===== config.mk =====
export PLATFORM = sky130hd
export DESIGN_NAME = sdk_sincos
export DESIGN_NICKNAME = d
export VERILOG_FILES = /design/src/design/sdk_pkg.sv /design/src/design/sdk_sincos.sv
export SDC_FILE = /design/constraint.sdc
export NUM_CORES = 2
export LEC_CHECK = 0
export BUFFER_PORTS_ARGS = -buffer_cell sky130_fd_sc_hd__buf_2
export CORE_MARGIN = 2
export CORE_UTILIZATION = 45
export DETAILED_ROUTE_END_ITERATION = 8
export GPL_TIMING_DRIVEN = 0
export PLACE_DENSITY = 0.62
export RECOVER_POWER = 50
export SKIP_LAST_GASP = 1
export SYNTH_ARGS = -nofsm -noshare
export SYNTH_HDL_FRONTEND = slang
export SYNTH_SLANG_ARGS = --single-unit

===== constraint.sdc =====
create_clock -name clk -period 6 [get_ports clk]
set_input_delay 0.6 -clock clk [delete_from_list [all_inputs] [get_ports clk]]
set_output_delay 0.6 -clock clk [all_outputs]
set_load 0.01 [all_outputs]

===== src/design/sdk_pkg.sv =====
// Shared constants, types and the arctangent table of the swerve drive kinematics block.
`default_nettype none
package sdk_pkg;

  localparam int WORD_W       = 16;
  localparam int ANG_W        = 16;
  localparam int CORDIC_STEPS = 16;
  localparam int CS_W         = 32;
  localparam int AZ_W         = 18;
  localparam int EW           = 19;
  localparam int AV_W         = 34;
  localparam int AV_SHIFT     = 12;
  localparam int RAD_W        = 2 * EW;
  localparam int SQRT_STEPS   = RAD_W / 2;
  localparam int ROOT_W       = SQRT_STEPS;
  localparam int REM_W        = ROOT_W + 3;
  localparam int DIV_W        = ROOT_W + 1;
  localparam int QUO_W        = 16;
  localparam int PROD_W       = 49;
  localparam int SUM_W        = PROD_W + 1;
  localparam int RP_W         = 33;
  localparam int NUM_WHEELS   = 4;

  localparam int SC_LAT    = CORDIC_STEPS + 1;
  localparam int WHEEL_LAT = SQRT_STEPS + 2;
  localparam int NORM_LAT  = QUO_W + 2;
  localparam int TOTAL_LAT = 4 + SC_LAT + WHEEL_LAT + NORM_LAT;

  localparam logic signed [CS_W-1:0] CORDIC_GAIN = 32'sh26DD3B6A;
  localparam logic [ANG_W-1:0] ANG_HALF      = 16'h8000;
  localparam logic [ANG_W-1:0] ANG_QUARTER   = 16'h4000;
  localparam logic [ANG_W-1:0] ANG_WHEEL_OFS = 16'hC000;
  localparam logic [ROOT_W-1:0] SPEED_ONE = 19'd32768;
  localparam logic [ROOT_W-1:0] CRAB_CAP  = 19'd46341;

  // Mode codes. Code 3 is not assigned and runs as crab.
  localparam logic [1:0] MODE_UNSET  = 2'd0;
  localparam logic [1:0] MODE_SWERVE = 2'd1;

  localparam logic [1:0] REG_MODE   = 2'd0;
  localparam logic [1:0] REG_LENGTH = 2'd1;
  localparam logic [1:0] REG_WIDTH  = 2'd2;

  localparam logic [1:0]        MODE_RESET  = 2'd1;
  localparam logic [WORD_W-1:0] RATIO_RESET = 16'd23170;

  typedef struct packed {
    logic signed [WORD_W-1:0] x;
    logic signed [WORD_W:0]   y;
    logic signed [WORD_W-1:0] rot;
    logic                     swerve;
  } side_t;

  // atan(2^-i) in units of 2^-16 turn.
  function automatic logic [ANG_W-1:0] atan_val(input int unsigned i);
    logic [ANG_W-1:0] v;
    case (i)
      0:       v = 16'd8192;
      1:       v = 16'd4836;
      2:       v = 16'd2555;
      3:       v = 16'd1297;
      4:       v = 16'd651;
      5:       v = 16'd326;
      6:       v = 16'd163;
      7:       v = 16'd81;
      8:       v = 16'd41;
      9:       v = 16'd20;
      10:      v = 16'd10;
      11:      v = 16'd5;
      12:      v = 16'd3;
      13:      v = 16'd1;
      14:      v = 16'd1;
      default: v = 16'd0;
    endcase
    return v;
  endfunction

endpackage
`default_nettype wire


===== src/design/sdk_sincos.sv =====
// Pipelined rotation CORDIC that gives cosine and sine of the heading in Q30.
`default_nettype none
module sdk_sincos (
  input  logic                                 clk,
  input  logic                                 rst_n,
  input  logic                                 vld_in,
  input  logic [sdk_pkg::ANG_W-1:0]            heading,
  input  sdk_pkg::side_t                       side_in,
  output logic                                 vld_out,
  output logic signed [sdk_pkg::CS_W-1:0]      cos_out,
  output logic signed [sdk_pkg::CS_W-1:0]      sin_out,
  output sdk_pkg::side_t                       side_out
);

  localparam int N = sdk_pkg::SC_LAT;

  logic [N-1:0]                       vld_r;
  logic signed [sdk_pkg::CS_W-1:0]    x_r [N];
  logic signed [sdk_pkg::CS_W-1:0]    y_r [N];
  logic signed [sdk_pkg::AZ_W-1:0]    a_r [N];
  logic                               flip_r [N];
  sdk_pkg::side_t                     side_r [N];

  logic signed [sdk_pkg::ANG_W-1:0] h_s;
  logic signed [sdk_pkg::ANG_W-1:0] h_red;
  logic                             flip;

  // Headings beyond a quarter turn are turned by a half turn first.
  always_comb begin
    h_s   = signed'(heading);
    flip  = (h_s > signed'(sdk_pkg::ANG_QUARTER)) || (h_s < -signed'(sdk_pkg::ANG_QUARTER));
    h_red = flip ? signed'(heading ^ sdk_pkg::ANG_HALF) : h_s;
  end

  always_ff @(posedge clk) begin
    if (!rst_n) begin
      vld_r <= '0;
    end else begin
      vld_r <= {vld_r[N-2:0], vld_in};
    end
  end

  always_ff @(posedge clk) begin
    x_r[0]    <= sdk_pkg::CORDIC_GAIN;
    y_r[0]    <= '0;
    a_r[0]    <= sdk_pkg::AZ_W'(h_red);
    flip_r[0] <= flip;
    side_r[0] <= side_in;
  end

  for (genvar i = 0; i < sdk_pkg::CORDIC_STEPS; i++) begin : g_step
    localparam logic signed [sdk_pkg::AZ_W-1:0] AT =
      signed'(sdk_pkg::AZ_W'(sdk_pkg::atan_val(i)));
    always_ff @(posedge clk) begin
      if (!a_r[i][sdk_pkg::AZ_W-1]) begin
        x_r[i+1] <= x_r[i] - (y_r[i] >>> i);
        y_r[i+1] <= y_r[i] + (x_r[i] >>> i);
        a_r[i+1] <= a_r[i] - AT;
      end else begin
        x_r[i+1] <= x_r[i] + (y_r[i] >>> i);
        y_r[i+1] <= y_r[i] - (x_r[i] >>> i);
        a_r[i+1] <= a_r[i] + AT;
      end
      flip_r[i+1] <= flip_r[i];
      side_r[i+1] <= side_r[i];
    end
  end

  assign vld_out  = vld_r[N-1];
  assign cos_out  = flip_r[N-1] ? -x_r[N-1] : x_r[N-1];
  assign sin_out  = flip_r[N-1] ? -y_r[N-1] : y_r[N-1];
  assign side_out = side_r[N-1];

endmodule
`default_nettype wire


==> impl_metrics.py <==
metrics = {
    "run_status": {
        "status": "completed",
    },
    "die": {
        "dieHeight_um": 498,
        "rows": 181,
        "core_mm2": 0.243,
        "start_util_pct": 45.2,
        "pin_count": 184,
        "die_x_um": 498,
        "die-area_mm2": 0.248,
    },
    "place": {
        "io_buffers": 183,
        "dp.cells": 15223,
        "gp_congestion": 0.925,
        "hpwl_mm": 230,
        "place_worst_setup_slack_ns": -0.431,
    },
    "worst_setup_path": {
        "critPathSlowestCell": "a2111oi_0",
        "arrival_ns": 6.50,
        "r2r-end": "x_r[8][28]",
        "cp_cell_sequence": "clkbuf_1 -> clkbuf_1 -> clkbuf_2 -> nor2_1 -> xor2_1 -> ha_1 -> a21o_1 -> a21oi_1 -> o21bai_1 -> a2111oi_0 -> o41ai_2 -> a22oi_1 -> a31oi_1 -> a21o_1 -> a21oi_1 -> xnor2_1",
        "worstSetupEndpointType": "flop",
        "startpoint_type": "flop",
        "path_depth": 16,
        "crit_fanout": 10,
        "reg2reg_from": "a_r[7][17]",
        "critical_path_buf_inv_count": 3,
        "worstRegToRegCells": 16,
        "r2r_slack_ns": 0.28,
        "crit_type": "flop to flop",
        "worstPathRequired_ns": 6.78,
        "cpLargestDelayFamily": "compound AO/OA/AOI/OAI gates",
        "worstSetupStartpoint": "a_r[7][17]",
        "max_stage_delay_ns": 0.80,
        "crit_end": "x_r[8][28]",
    },
    "clock_network": {
        "clk_latency_ns": 0.87,
        "clkTransAtPathRegs_ns": 0.08,
        "cts_tree": "built",
        "cts_setup_buffers": 0,
        "cts-buffers-inserted": 215,
        "htreeDepth": 4,
        "cts.path.max_buffers": 3,
        "cts-root-buf": "clkbuf_16",
        "cts_sinks": 2088,
    },
    "yosys": {
        "synth_nets": 13170,
        "synth.distinct_cells": 96,
        "synth.area.top_cells": "dfxtp_1, ha_1, xnor2_1, a21oi_1, xor2_1",
        "yosysWarnings": 0,
        "synth_area_mm2": 0.110,
        "avgSynthCellArea_um2": 9.27,
        "synth_largest_area_cell": "dfxtp_1",
        "synthArstFlopShare_pct": 0,
        "synth_seq_cells": 2088,
        "netlist.area_leader.share_pct": 38.1,
        "ys_seq_area_share_pct": 38.1,
        "synth_edf_count": 0,
        "synthCells": 11838,
        "synth_ff_type": "dfxtp_1",
    },
    "grt": {
        "grt_start_max_net_pins": 23,
        "antenna_found_initial": 13,
        "grt_pass1_vias": 84231,
        "grt_pass1_wl_mm": 455,
        "gr-total-overflow": 0,
        "grt_usage_pct": 22.5,
    },
    "timing": {
        "relSlewSlack_pct": 10.4,
        "setup_ws_ns": 0.277,
        "clock.fmax_mhz": 175,
        "skew_ns": 0.0637,
        "setup_tns_ns": 0,
        "rsz0062_at_grt": "yes",
        "hold_viol": 0,
        "worst-slew-pin-transition_ns": 1.33,
        "period_needed_ns": 5.72,
        "setup_viol": 0,
        "min_period_over_period_pct": 95.4,
        "maxSlewViolCount": 0,
    },
    "detailed_routing": {
        "totalWireLength_mm": 287,
        "dr_wl_met3_mm": 12.6,
        "postRouteAntennaNets": 0,
        "highest_layer": "met5",
        "via_per_inst": 5.49,
        "drc_errors": 0,
        "route.met2.wl_mm": 137,
        "wl_met1_mm": 125,
        "dr.pass1.iters": 5,
        "first_iter_violations": 5376,
        "routedWlPerCell_um": 18.3,
        "vias": 86243,
    },
    "cells_and_area": {
        "final_common_cell": "dfxtp_1",
        "drive_gt1_share_pct": 5.02,
        "fin_nets": 13637,
        "syn2layout_area_growth_pct": 12.2,
        "layout_common_cells": "dfxtp_1, ha_1, a21oi_1, xnor2_1, nor2_1",
        "fin_cells": 15695,
    },
    "hold_path": {
        "hold_path.class": "flop to flop",
    },
    "run": {
        "drv_cap": 0,
    },
}
routing by layer:
layer,GRT usage (%),vias to the layer above
met5,0,-
met1,28.0,40658
li1,-,43016
met2,39.4,2018
met4,9.00,2
met3,2.67,549
logic make-up after synthesis:
group           after synthesis  synth area share (%)
fa+ha+maj                  1263                  14.7
mux                         106                  1.03
compound gates             3172                  18.1
buf+inv                     656                  2.27
flops                      2088                  38.1
simple gates               2968                  13.1
xor+xnor                   1585                  12.7
timing repair:
item	4_1_cts	5_1_grt
resized for setup	5	13
setup endpoints to repair	12	18
hold buffers	69	0
endpoints found under the hold margin	74	0
layout make-up:
cell class | count | area [µm²]
timing repair buffer | 252 | 1520
buffer | 161 | 641
clock buffer | 286 | 6090
tap | 3202 | 4010
fill | 22419 | 120000
inverter | 493 | 1850
multi-input combinational | 9094 | 65500
antenna | 3 | 7.51
clock inverter | 116 | 1730
sequential | 2088 | 41800
stage by stage:
| stage | instance area, µm² | util [%] | hold WS, ns |
|---|---|---|---|
| 2_1_floorplan | 110000 | - | 0.310 |
| 3_5_place_dp | 115000 | 47.2 | 0.312 |
| 3_3_place_gp | 115000 | 47.2 | 0.310 |
| 5_1_grt | 123000 | 50.7 | 0.314 |
| 4_1_cts | 123000 | 50.7 | 0.304 |
| 6_report | 123000 | 50.7 | 0.311 |
worst min path at each step:
stage / start / cells past startpoint / slack, ns / end
after floorplan: a_r[9][0] / 0 / 0.31 / a_r[10][0]
after global placement: side_r[6][80] / 0 / 0.31 / side_r[7][30]
after detailed placement: side_r[0][2] / 0 / 0.31 / side_r[0][52]
after CTS: side_in[39] / 2 / 0.30 / side_r[0][39]
after global routing: side_r[6][28] / 0 / 0.31 / side_r[6][78]
final: side_r[6][28] / 0 / 0.31 / side_r[6][78]
state kept, by name, summed over array words and instances (netlist names):
name    cells
y_r       481
a_r       267
side_r    850
flip_r     17
vld_r      17
x_r       456
synthesized netlist by cell type, drive strengths merged, types with 22 or more instances:
library cell,instances
nor2,997
nor2b,130
mux2i,55
nor4,92
o41ai,55
a31o,23
a31oi,97
o21a,147
a2111oi,36
nor3,306
fa,44
or2,32
ha,1219
xor2,555
and2,95
or4,43
nand3b,23
nand4,85
nand3,186
a211oi,104
clkbuf,132
nand2b,137
o21bai,146
buf,31
mux2,51
nor3b,28
o21ai,552
a221oi,24
o211ai,50
dfxtp,2088
o31ai,59
and4,22
and3,100
a21oi,1189
nand2,572
a21o,426
a21boi,38
o31a,29
xnor2,1029
or3,71
inv,492
Power is left out: the tool's default activity adds up to more than one toggle a clock period on the data nets, which glitch-free logic cannot reach.
